**src/sv/gdd_pkg.sv**
```systemverilog
package gdd_pkg;

   localparam int DAY_W   = 5;
   localparam int MONTH_W = 4;
   localparam int YEAR_W  = 14;
   localparam int DIST_W  = 22;

   // Highest year accepted as a valid date.
   localparam int MAX_YEAR = 9999;

   // Day number from 0000-01-01; wide enough for the largest 14-bit year.
   localparam int DNUM_W = 23;
   localparam int Q100_W = 8;
   localparam int LCNT_W = 13;
   localparam int OFF_W  = 9;
   localparam int PROD_W = 27;

   // floor(x / 100) == (x * RECIP_100) >> RECIP_SHIFT for every x below 43690.
   localparam logic [12:0] RECIP_100   = 13'd5243;
   localparam int          RECIP_SHIFT = 19;

   localparam logic [DIST_W-1:0] DIST_MAX = {DIST_W{1'b1}};

   localparam logic [MONTH_W-1:0] MONTH_JAN = 4'd1;
   localparam logic [MONTH_W-1:0] MONTH_FEB = 4'd2;
   localparam logic [MONTH_W-1:0] MONTH_DEC = 4'd12;

   typedef struct packed {
      logic              valid;
      logic [DNUM_W-1:0] number;
   } date_info_type;

   function automatic logic [DAY_W-1:0] month_len(input logic [MONTH_W-1:0] m);
      logic [DAY_W-1:0] len;
      unique case (m)
         4'd1, 4'd3, 4'd5, 4'd7, 4'd8, 4'd10, 4'd12: len = 5'd31;
         4'd4, 4'd6, 4'd9, 4'd11:                    len = 5'd30;
         4'd2:                                       len = 5'd28;
         default:                                    len = 5'd0;
      endcase
      return len;
   endfunction

   function automatic logic [OFF_W-1:0] month_start(input logic [MONTH_W-1:0] m);
      logic [OFF_W-1:0] start;
      unique case (m)
         4'd1:    start = 9'd0;
         4'd2:    start = 9'd31;
         4'd3:    start = 9'd59;
         4'd4:    start = 9'd90;
         4'd5:    start = 9'd120;
         4'd6:    start = 9'd151;
         4'd7:    start = 9'd181;
         4'd8:    start = 9'd212;
         4'd9:    start = 9'd243;
         4'd10:   start = 9'd273;
         4'd11:   start = 9'd304;
         4'd12:   start = 9'd334;
         default: start = 9'd0;
      endcase
      return start;
   endfunction

endpackage

```
**src/sv/gdd_req_if.sv**
```systemverilog
interface gdd_req_if;
   logic                        valid;
   logic                        ready;
   logic [gdd_pkg::DAY_W-1:0]   first_day;
   logic [gdd_pkg::MONTH_W-1:0] first_month;
   logic [gdd_pkg::YEAR_W-1:0]  first_year;
   logic [gdd_pkg::DAY_W-1:0]   second_day;
   logic [gdd_pkg::MONTH_W-1:0] second_month;
   logic [gdd_pkg::YEAR_W-1:0]  second_year;

   modport source (
      output valid, first_day, first_month, first_year,
             second_day, second_month, second_year,
      input  ready
   );

   modport sink (
      input  valid, first_day, first_month, first_year,
             second_day, second_month, second_year,
      output ready
   );
endinterface

```
**src/sv/gdd_rsp_if.sv**
```systemverilog
interface gdd_rsp_if;
   logic                       valid;
   logic                       ready;
   logic                       first_valid;
   logic                       second_valid;
   logic [gdd_pkg::DIST_W-1:0] day_distance;

   modport source (
      output valid, first_valid, second_valid, day_distance,
      input  ready
   );

   modport sink (
      input  valid, first_valid, second_valid, day_distance,
      output ready
   );
endinterface

```
**src/sv/gdd_day_number.sv**
```systemverilog
// Three-stage conversion of one date into a validity flag and a day number.
module gdd_day_number (
   input  logic                        clock,
   input  logic                        en,
   input  logic [gdd_pkg::DAY_W-1:0]   day,
   input  logic [gdd_pkg::MONTH_W-1:0] month,
   input  logic [gdd_pkg::YEAR_W-1:0]  year,
   output gdd_pkg::date_info_type      info
);

   // Stage 1: quotient of the year by 100.
   logic [gdd_pkg::PROD_W-1:0]  s1_prod;
   logic [gdd_pkg::Q100_W-1:0]  s1_q100_ff, s1_q100_in;
   logic [gdd_pkg::DAY_W-1:0]   s1_day_ff;
   logic [gdd_pkg::MONTH_W-1:0] s1_month_ff;
   logic [gdd_pkg::YEAR_W-1:0]  s1_year_ff;

   // Stage 2: leap status, validity, year and month parts of the day number.
   logic                        s2_r100_nz;
   logic                        s2_r400_nz;
   logic                        s2_leap;
   logic [gdd_pkg::DAY_W-1:0]   s2_limit;
   logic [gdd_pkg::LCNT_W-1:0]  s2_quads;
   logic [gdd_pkg::LCNT_W-1:0]  s2_ceil100;
   logic [gdd_pkg::LCNT_W-1:0]  s2_ceil400;
   logic                        s2_valid_ff, s2_valid_in;
   logic [gdd_pkg::DNUM_W-1:0]  s2_y365_ff, s2_y365_in;
   logic [gdd_pkg::LCNT_W-1:0]  s2_lcnt_ff, s2_lcnt_in;
   logic [gdd_pkg::OFF_W-1:0]   s2_off_ff, s2_off_in;

   // Stage 3: final sum.
   logic                        s3_valid_ff;
   logic [gdd_pkg::DNUM_W-1:0]  s3_number_ff, s3_number_in;

   always_comb begin
      s1_prod    = gdd_pkg::PROD_W'(year) * gdd_pkg::PROD_W'(gdd_pkg::RECIP_100);
      s1_q100_in = s1_prod[gdd_pkg::RECIP_SHIFT +: gdd_pkg::Q100_W];
   end

   always_ff @(posedge clock) begin
      if (en) begin
         s1_q100_ff  <= s1_q100_in;
         s1_day_ff   <= day;
         s1_month_ff <= month;
         s1_year_ff  <= year;
      end
   end

   always_comb begin
      s2_r100_nz = (15'(s1_q100_ff) * 15'd100) != 15'(s1_year_ff);
      s2_r400_nz = s2_r100_nz || (s1_q100_ff[1:0] != 2'b00);
      s2_leap    = (s1_year_ff[1:0] == 2'b00) && (s2_r100_nz || !s2_r400_nz);

      s2_limit = gdd_pkg::month_len(s1_month_ff);
      if (s1_month_ff == gdd_pkg::MONTH_FEB && s2_leap) begin
         s2_limit = 5'd29;
      end
      s2_valid_in = (32'(s1_year_ff) <= 32'(gdd_pkg::MAX_YEAR))
                 && (s1_month_ff >= gdd_pkg::MONTH_JAN)
                 && (s1_month_ff <= gdd_pkg::MONTH_DEC)
                 && (s1_day_ff != '0)
                 && (s1_day_ff <= s2_limit);

      // Leap years strictly before this year: ceil(y/4) - ceil(y/100) + ceil(y/400).
      s2_quads   = gdd_pkg::LCNT_W'((15'(s1_year_ff) + 15'd3) >> 2);
      s2_ceil100 = gdd_pkg::LCNT_W'(s1_q100_ff) + gdd_pkg::LCNT_W'(s2_r100_nz);
      s2_ceil400 = gdd_pkg::LCNT_W'(s1_q100_ff >> 2) + gdd_pkg::LCNT_W'(s2_r400_nz);
      s2_lcnt_in = s2_quads - s2_ceil100 + s2_ceil400;

      s2_y365_in = gdd_pkg::DNUM_W'(s1_year_ff) * gdd_pkg::DNUM_W'(365);

      s2_off_in = gdd_pkg::month_start(s1_month_ff)
                + gdd_pkg::OFF_W'(s1_day_ff) - 9'd1;
      if (s1_month_ff > gdd_pkg::MONTH_FEB && s2_leap) begin
         s2_off_in = s2_off_in + 9'd1;
      end
   end

   always_ff @(posedge clock) begin
      if (en) begin
         s2_valid_ff <= s2_valid_in;
         s2_y365_ff  <= s2_y365_in;
         s2_lcnt_ff  <= s2_lcnt_in;
         s2_off_ff   <= s2_off_in;
      end
   end

   assign s3_number_in = s2_y365_ff + gdd_pkg::DNUM_W'(s2_lcnt_ff)
                       + gdd_pkg::DNUM_W'(s2_off_ff);

   always_ff @(posedge clock) begin
      if (en) begin
         s3_valid_ff  <= s2_valid_ff;
         s3_number_ff <= s3_number_in;
      end
   end

   assign info.valid  = s3_valid_ff;
   assign info.number = s3_number_ff;

endmodule

```
**src/sv/gregorian_date_difference_core.sv**
```systemverilog
// A transaction accepted at a clock edge is loaded into the first of four register
// stages at that edge and moves through the rest in order to the result channel.
// Throughput: one transaction per cycle; the whole pipeline advances together and
// holds while a finished result waits on the result channel.
// Reset clears the stage valid bits and the result valid; payload is not reset.
module gregorian_date_difference_core (
   input  logic      clock,
   input  logic      reset,
   gdd_req_if.sink   req_chan,
   gdd_rsp_if.source rsp_chan
);

   // The pipeline moves whenever the output register is empty or being drained.
   // A stall freezes every stage at once, so no transaction is lost or repeated.
   logic advance;

   // Valid bits that travel alongside the three conversion stages.
   logic [2:0] stage_valid_ff, stage_valid_in;

   gdd_pkg::date_info_type first_info;
   gdd_pkg::date_info_type second_info;

   logic [gdd_pkg::DNUM_W-1:0] raw_diff;
   logic                       out_valid_ff, out_valid_in;
   logic                       out_first_ff, out_first_in;
   logic                       out_second_ff, out_second_in;
   logic [gdd_pkg::DIST_W-1:0] out_dist_ff, out_dist_in;

   assign advance        = !out_valid_ff || rsp_chan.ready;
   assign req_chan.ready = advance;

   // Each date goes through its own converter; the two run in lock step.
   gdd_day_number u_first (
      .clock (clock),
      .en    (advance),
      .day   (req_chan.first_day),
      .month (req_chan.first_month),
      .year  (req_chan.first_year),
      .info  (first_info)
   );

   gdd_day_number u_second (
      .clock (clock),
      .en    (advance),
      .day   (req_chan.second_day),
      .month (req_chan.second_month),
      .year  (req_chan.second_year),
      .info  (second_info)
   );

   assign stage_valid_in = {stage_valid_ff[1:0], req_chan.valid};

   always_ff @(posedge clock) begin
      if (reset) begin
         stage_valid_ff <= '0;
      end else if (advance) begin
         stage_valid_ff <= stage_valid_in;
      end
   end

   // Final stage: absolute difference of the day numbers. The distance is forced
   // to zero when either date is invalid, and it saturates if it would not fit
   // the result field (only possible with a very large year limit).
   always_comb begin
      if (first_info.number > second_info.number) begin
         raw_diff = first_info.number - second_info.number;
      end else begin
         raw_diff = second_info.number - first_info.number;
      end

      out_valid_in  = stage_valid_ff[2];
      out_first_in  = first_info.valid;
      out_second_in = second_info.valid;

      if (!(first_info.valid && second_info.valid)) begin
         out_dist_in = '0;
      end else if (raw_diff > gdd_pkg::DNUM_W'(gdd_pkg::DIST_MAX)) begin
         out_dist_in = gdd_pkg::DIST_MAX;
      end else begin
         out_dist_in = raw_diff[gdd_pkg::DIST_W-1:0];
      end
   end

   always_ff @(posedge clock) begin
      if (reset) begin
         out_valid_ff <= 1'b0;
      end else if (advance) begin
         out_valid_ff <= out_valid_in;
      end
   end

   always_ff @(posedge clock) begin
      if (advance) begin
         out_first_ff  <= out_first_in;
         out_second_ff <= out_second_in;
         out_dist_ff   <= out_dist_in;
      end
   end

   assign rsp_chan.valid        = out_valid_ff;
   assign rsp_chan.first_valid  = out_first_ff;
   assign rsp_chan.second_valid = out_second_ff;
   assign rsp_chan.day_distance = out_dist_ff;

endmodule

```
**src/flat_wrapper.sv**
```systemverilog
// flat-port wrapper written by rule: the top's interface ports become plain ports
module gregorian_date_difference_core_flat 
  (clock, reset, req_chan_valid, req_chan_first_day, req_chan_first_month, req_chan_first_year, req_chan_second_day, req_chan_second_month, req_chan_second_year, req_chan_ready, rsp_chan_valid, rsp_chan_first_valid, rsp_chan_second_valid, rsp_chan_day_distance, rsp_chan_ready);
  gdd_req_if req_chan_i ();
  gdd_rsp_if rsp_chan_i ();
  input  logic clock;
  input  logic reset;
  input wire logic [$bits(req_chan_i.valid)-1:0] req_chan_valid;
  input wire logic [$bits(req_chan_i.first_day)-1:0] req_chan_first_day;
  input wire logic [$bits(req_chan_i.first_month)-1:0] req_chan_first_month;
  input wire logic [$bits(req_chan_i.first_year)-1:0] req_chan_first_year;
  input wire logic [$bits(req_chan_i.second_day)-1:0] req_chan_second_day;
  input wire logic [$bits(req_chan_i.second_month)-1:0] req_chan_second_month;
  input wire logic [$bits(req_chan_i.second_year)-1:0] req_chan_second_year;
  output wire logic [$bits(req_chan_i.ready)-1:0] req_chan_ready;
  output wire logic [$bits(rsp_chan_i.valid)-1:0] rsp_chan_valid;
  output wire logic [$bits(rsp_chan_i.first_valid)-1:0] rsp_chan_first_valid;
  output wire logic [$bits(rsp_chan_i.second_valid)-1:0] rsp_chan_second_valid;
  output wire logic [$bits(rsp_chan_i.day_distance)-1:0] rsp_chan_day_distance;
  input wire logic [$bits(rsp_chan_i.ready)-1:0] rsp_chan_ready;
  assign req_chan_i.valid = req_chan_valid;
  assign req_chan_i.first_day = req_chan_first_day;
  assign req_chan_i.first_month = req_chan_first_month;
  assign req_chan_i.first_year = req_chan_first_year;
  assign req_chan_i.second_day = req_chan_second_day;
  assign req_chan_i.second_month = req_chan_second_month;
  assign req_chan_i.second_year = req_chan_second_year;
  assign req_chan_ready = req_chan_i.ready;
  assign rsp_chan_valid = rsp_chan_i.valid;
  assign rsp_chan_first_valid = rsp_chan_i.first_valid;
  assign rsp_chan_second_valid = rsp_chan_i.second_valid;
  assign rsp_chan_day_distance = rsp_chan_i.day_distance;
  assign rsp_chan_i.ready = rsp_chan_ready;
  gregorian_date_difference_core u_core (.clock(clock), .reset(reset), .req_chan(req_chan_i), .rsp_chan(rsp_chan_i));
endmodule
```
**config.mk**
```make
export PLATFORM = sky130hd
export DESIGN_NAME = gregorian_date_difference_core_flat
export DESIGN_NICKNAME = d
export VERILOG_FILES = /design/src/sv/gdd_pkg.sv /design/src/sv/gdd_req_if.sv /design/src/sv/gdd_rsp_if.sv /design/src/sv/gdd_day_number.sv /design/src/sv/gregorian_date_difference_core.sv /design/src/flat_wrapper.sv
export SDC_FILE = /design/constraint.sdc
export NUM_CORES = 1
export LEC_CHECK = 0
export ABC_AREA = 0
export BUFFER_PORTS_ARGS = -buffer_cell sky130_fd_sc_hd__buf_2
export CAP_MARGIN = 10
export CORE_UTILIZATION = 35
export DETAILED_ROUTE_END_ITERATION = 7
export PLACE_DENSITY_LB_ADDON = 0.12
export RECOVER_POWER = 100
export SYNTH_ARGS = -nofsm -noshare
export SYNTH_HDL_FRONTEND = slang
export SYNTH_SLANG_ARGS = --single-unit
```
**constraint.sdc**
```tcl
create_clock -name clock -period 9.5 [get_ports clock]
set_input_delay 0.475 -clock clock [delete_from_list [all_inputs] [get_ports clock]]
set_output_delay 0.475 -clock clock [all_outputs]
set_load 0.01 [all_outputs]
```
==> results of run 1 <==
flip-flops by register name, summed over array words and instances, names as in the netlist, 5 cells and up, named ones only:
register and count:
u_core.u_second.s2_off_ff 9, u_core.u_first.s1_q100_ff 8, u_core.u_first.s2_lcnt_ff 13, u_core.u_second.s1_day_ff 5
u_core.u_first.s1_year_ff 14, u_core.u_second.s1_year_ff 14, u_core.u_second.s1_q100_ff 8, u_core.u_second.s2_y365_ff 23
u_core.u_second.s2_lcnt_ff 13, u_core.u_first.s2_off_ff 9, u_core.rsp_chan.day_distance 22, u_core.u_first.s3_number_ff 23
u_core.u_first.s2_y365_ff 23, u_core.u_first.s1_day_ff 5, u_core.u_second.s3_number_ff 23
final timing paths:
path                              start                            to  slack [ns]
min              req_chan_second_day[4]  u_core.u_second.s1_day_ff[4]        0.11
max               u_core.rsp_chan.valid  u_core.u_second.s2_off_ff[6]        2.22
max reg2reg       u_core.rsp_chan.valid  u_core.u_second.s2_off_ff[6]        2.22
min reg2reg  u_core.u_first.s2_valid_ff    u_core.u_first.s3_valid_ff        0.42
worst max-delay path, cell delays in order (launching register included):
cell and delay (ns):
dfxtp_1 0.33, nor2b_1 0.12, clkbuf_1 0.51, clkinvlp_2 3.12, clkbuf_2 1.84, buf_4 0.83
cell type report:
type,count,share of cell area (%)
Antenna cell,1,0.00803
Inverter,601,7.24
Tap cell,1060,4.25
Clock buffer,40,2.88
Clock inverter,21,0.546
Multi-Input combinational cell,1899,60.4
Sequential cell,254,23.6
Timing Repair Buffer,82,1.08
metrics by stage:
step | std cells | area (µm²)
after floorplan | 2792 | 28700
after global routing | 3958 | 31200
final | 3958 | 31200
after detailed placement | 3896 | 30300
after CTS | 3957 | 31400
after global placement | 3896 | 30300
cells in the final DEF, fill, tap and decap left out, drive strengths merged, types with 5 or more instances in the layout:
cell type,n
mux2i,19
nor3,46
a21boi,14
ha,522
nand2b,10
nor2b,28
dfxtp,28
buf,16
nor2,113
a21o,34
a21oi,143
inv,603
o211ai,12
o31ai,7
or3,11
nand3b,5
edfxtp,226
o21bai,19
fa,262
nand4,29
a31oi,16
a211o,5
nand2,119
and2,7
clkinv,15
a211oi,12
and3,22
xor2,63
nor4,13
o21a,19
nand3,50
xnor2,147
o2111ai,7
o21ai,75
clkbuf,106
or2,11
layer usage:
metal	vias up	track usage, %	share of wire [%]	wire length, µm
met4	0	4.58	2.5	1630
met3	84	1.76	2.8	1800
met5	-	0	0	0
li1	9518	-	-	-
met2	228	26.3	45	29200
met1	9148	22.4	49	31600
logic make-up (layout without fill, tap and decap cells):
logic type	after synthesis	in the layout
xor+xnor	210	210
fa+ha+maj	784	784
buf+inv	639	744
flops	254	254
mux	22	22
other cells	0	1
compound gates	409	409
simple gates	474	474
==> impl_results.md, run 1 <==
* Pre-Repair DR Iteration Count at 5
* Largest fanout on the critical path at 85
* Worst Tran Pin Value at 3.90 ns
* Mapped Avg Cell Area at 10.3 µm²
* Slew headroom at -161%
* R2R depth at 5
* Clk_lat worst skew at 0.53 ns
* Crit path kind: flop to flop
* Setup ws final at 2.22 ns
* Final RePlAce weighted congestion at 0.812
* First-pass GRT wire length at 106 mm
* GRT Overall Usage at 16.1%
* RSZ-0062 raised after global routing: no
* DP Worst Slack at 2.63 ns
* Failing checks: capacitance limit, slew limit
* CTS Buffer Depth at 3
* Required time of the critical path at 9.66 ns
* Final hold slack at 0.113 ns
* Tmin final at 7.28 ns
* Area of the core at 80,900 µm²
* Largest family of logic cells by synthesized area: adder cells
* Ratio of cells with drive above 1 in the final layout at 3.59%
* Register area at 7350 µm²
* Post-CTS Setup Inserts at 0
* Die Span X at 289 µm
* Max Slew Vio Count at 214
* Multi-input logic area at 18,800 µm²
* Crit path launch type: flop
* Xor/xnor share of the synthesized area at 6.43%
* Fill count at 8,076
* Detailed Place HPWL at 53.9 mm
* Simple-Gate Fraction of Synth Area at 8.14%
* Most common cell in the synthesized netlist: inv_1
* Row Count at 104
* Dominant cells by area after synthesis: edfxtp_1 (24%), ha_1 (23%), fa_1 (18%)
* Nets@finish at 3,707
* DIE HEIGHT at 289 µm
* Hold Crit Class: primary input to flop
* Post-route DRC at 0
* Starting Density at 35.5%
* Die ar. at 83,300 µm²
* Resized cells post-CTS at 0
* Synth area leader: edfxtp_1
* Drt total wl at 64.3 mm
* Layout area overhead at 8.48%
* Mux cell area share after synthesis at 0.779%
* Share of the synthesized area in the top cell type at 23.6%
* Number of enable flip-flop cells after synthesis at 226
* Clock Skew at 0.0167 ns
* Setup TNS at 0 ns
* Hold Crit Depth at 1
* Inserted Clock Buffers at 35
* Boundary pin count at 76
* Fmax at 137 MHz
* Routed len/inst at 16.2 µm
* Post-synthesis compound-gate area fraction at 9.56%
* Routed via count at 19,000
* Fin crit share at 76.6%
* Count of different cell masters after synthesis at 86
* Hold Buf Count CTS at 0
* Max-Cap Viols at 4
* Fin util at 38.5%
* Crit end category: flop
* Synth warn at 0
* Vias/cell at 4.79
* Post-synthesis adder-cell area fraction at 41.0%
* CTS tree: done
* Syn_nets at 3,626
* Clock root buffer: clkbuf_16
* Largest net degree at the start of global routing at 86
* Synth cell count leaders: inv_1 (600), ha_1 (522), fa_1 (262)
* Mapped Cells at 2,792
* Sink Count at 254
* Routed Antenna Nets at 0
* # setup viols final at 0
* Port bufs at 75
* H-tree level count at 2
* Prevailing post-synth register cell: edfxtp_1
* Initial antenna violation count at 2
* Mapped Area at 28,700 µm²
* #FFs+latches synth at 254
* CP Data Arrival Time at 7.44 ns
* DR iter-0 viols at 824
* Register area share after synthesis at 25.6%
* Fraction of registers with async set/reset at 0%
* Status: finished with violations
* Clock transition at path regs at 0.06 ns
* Endpoints failing hold at 0
* Vias in the first global route at 20,100
* Total gr overflow at 0
Power of run 1 is not shown: default switching activity piles up to over one toggle a cycle in this logic, so the estimate is an artifact.
==> inputs of run 2 (changes only) <==
Settings changed: ABC_AREA 0 to 1.
Clock period 9.5 ns to 6.1 ns, I/O delays scaled along.
==> run 2 against run 1 <==
Compared with the run above: the flow still finishes with violations (capacitance limit, slew limit); register-to-register slack worse by 2.0 ns; sequential cell count unchanged; fmax up 25%; global-route usage rose by 0.83 points; count of clock-buffer cells in the layout is 3 higher; highest routed layer unchanged; area after synthesis up 7.0%; clock skew increased by 0.0010 ns; non-clock buffer count grew 34.
==> impl_results.md, run 2 <==
* Cell area after layout at 33,800 µm²
* Count of different cell masters after synthesis at 53
* Ratio of cells with drive above 1 in the final layout at 3.78%
* Detailed Place HPWL at 61.1 mm
* Hold Crit Class: primary input to flop
* Max-Cap Viols at 2
* Die Span X at 298 µm
* Largest net degree at the start of global routing at 119
* Number of enable flip-flop cells after synthesis at 226
* Fraction of registers with async set/reset at 0%
* DP Worst Slack at 0.0592 ns
* Clock root buffer: clkbuf_16
* Nets@finish at 4,460
* Area of the core at 86,900 µm²
* Final RePlAce weighted congestion at 0.859
* Routed via count at 22,300
* Synth area leader: edfxtp_1
* Required time of the critical path at 6.41 ns
* Placed cell count at 4,719
* DIE HEIGHT at 298 µm
* Vias/cell at 4.64
* RSZ-0062 raised after global routing: yes
* Max Slew Vio Count at 124
* Most common cell in the synthesized netlist: inv_1
* Tmin final at 5.84 ns
* Fmax at 171 MHz
* Routed len/inst at 15.1 µm
* Share of the synthesized area in the top cell type at 22.1%
* Dpl cell area at 32,600 µm²
* Most frequent cells in the layout: inv_1 (772), nand2_1 (603), ha_1 (520)
* Diodes inserted at 0
* Initial antenna violation count at 0
* Crit end category: flop
* CTS tree: done
* Clock transition at path regs at 0.06 ns
* DR iter-0 viols at 898
* Setup ws final at 0.264 ns
* Worst Tran Pin Value at 3.58 ns
* Row Count at 108
* Die ar. at 89,000 µm²
* Synth warn at 0
* Vias in the first global route at 22,900
* #FFs+latches synth at 254
* Boundary pin count at 76
* Status: finished with violations
* Slew headroom at -139%
* Clk_lat worst skew at 0.56 ns
* Crit path launch type: flop
* Mapped Cells at 3,495
* Most common cell after layout, fill and taps aside: inv_1
* Clock Skew at 0.0177 ns
* Fin util at 38.9%
* Register area share after synthesis at 23.9%
* Inserted Clock Buffers at 35
* Routed Antenna Nets at 0
* Failing checks: capacitance limit, slew limit
* Fin crit share at 95.7%
* # setup viols final at 0
* Endpoints failing hold at 0
* Port bufs at 75
* Syn_nets at 4,329
* Mapped Area at 30,800 µm²
* Largest fanout on the critical path at 6
* Crit path kind: flop to flop
* GRT Overall Usage at 16.9%
* First-pass GRT wire length at 121 mm
* CTS Buffer Depth at 3
* Fill count at 8,976
* Starting Density at 35.4%
* Dominant cells by area after synthesis: edfxtp_1 (22%), ha_1 (21%), fa_1 (17%)
* Total gr overflow at 0
* Pre-Repair DR Iteration Count at 5
* Drt total wl at 72.7 mm
* H-tree level count at 2
* CP Data Arrival Time at 6.15 ns
* Synth cell count leaders: inv_1 (773), nand2_1 (601), ha_1 (522)
* Mapped Avg Cell Area at 8.80 µm²
* Fin cells at 4,807
* Prevailing post-synth register cell: edfxtp_1
* Sink Count at 254
* Post-route DRC at 0
* Layout area overhead at 9.94%
[run 2: metal layers]
metal | GRT usage, % | vias to the layer above | wire length, µm
li1 | - | 11600 | -
met1 | 23.0 | 10400 | 35300
met2 | 29.0 | 211 | 34600
met3 | 1.56 | 58 | 1750
met4 | 3.69 | 0 | 1170
met5 | 0 | - | 0
[run 2: path summary, 6_finish.rpt]
check,cells past startpoint,slack (ns),start,end
setup / recovery,27,0.26,u_core.u_second.s1_q100_ff[3],u_core.u_second.s2_lcnt_ff[10]
hold / removal,1,0.19,req_chan_first_year[2],u_core.u_first.s1_year_ff[2]
setup reg to reg,27,0.26,u_core.u_second.s1_q100_ff[3],u_core.u_second.s2_lcnt_ff[10]
hold reg to reg,0,0.44,u_core.u_second.s2_valid_ff,u_core.u_second.s3_valid_ff
[run 2: cells by family after synthesis]
kind of cell             count (synthesis)  synth area share, %
buffers and inverters                  796                 9.86
XOR/XNOR                               180                 5.17
adder cells (fa/ha/maj)                784                 38.3
flip-flops                             254                 23.9
AO/OA/AOI/OAI                          423                 7.86
AND/OR/NAND/NOR                       1058                 14.9
[run 2: area by class of cell]
type | instances | area [µm²] | share of cell area, %
flip-flops and latches | 254 | 7350 | 21.7
inverters | 774 | 2910 | 8.62
multi-input cells | 2445 | 20300 | 60.1
repair buffers | 116 | 639 | 1.89
well taps | 1155 | 1450 | 4.27
clock buffers | 43 | 958 | 2.83
clock inverters | 20 | 178 | 0.526
[run 2: critical path: stages, from the launching register on]
cell	delay (ns)
edfxtp_1	0.50
ha_1	0.34
ha_1	0.31
fa_1	0.52
ha_2	0.31
nand2_1	0.07
nand2_1	0.07
inv_1	0.07
nand2_1	0.07
nand2_1	0.08
nand2_1	0.05
nand2_1	0.07
nand4_1	0.10
a21oi_2	0.12
nand4_1	0.20
nor2_2	0.17
fa_1	0.42
inv_1	0.09
fa_1	0.41
fa_2	0.40
fa_2	0.36
inv_1	0.06
a31oi_1	0.12
o31ai_2	0.31
nand2_1	0.10
nand2_1	0.07
a21oi_1	0.07
xnor2_1	0.13
[run 2: timing repair]
action / CTS / global route
setup endpoints to repair: 0 / 11
gates resized for setup: 0 / 12
hold endpoints to repair: 22 / 0
hold buffers: 20 / 0
buffers inserted: 0 / 5
[run 2: through the flow]
stage	setup TNS, ns	hold slack [ns]
finish	0	0.188
global route	-0.0515	0.188
CTS	0	0.0524
detailed placement	0	0.423
global placement	0	0.406
floorplan	0	0.374
Power of run 2 is left out for the same reason.
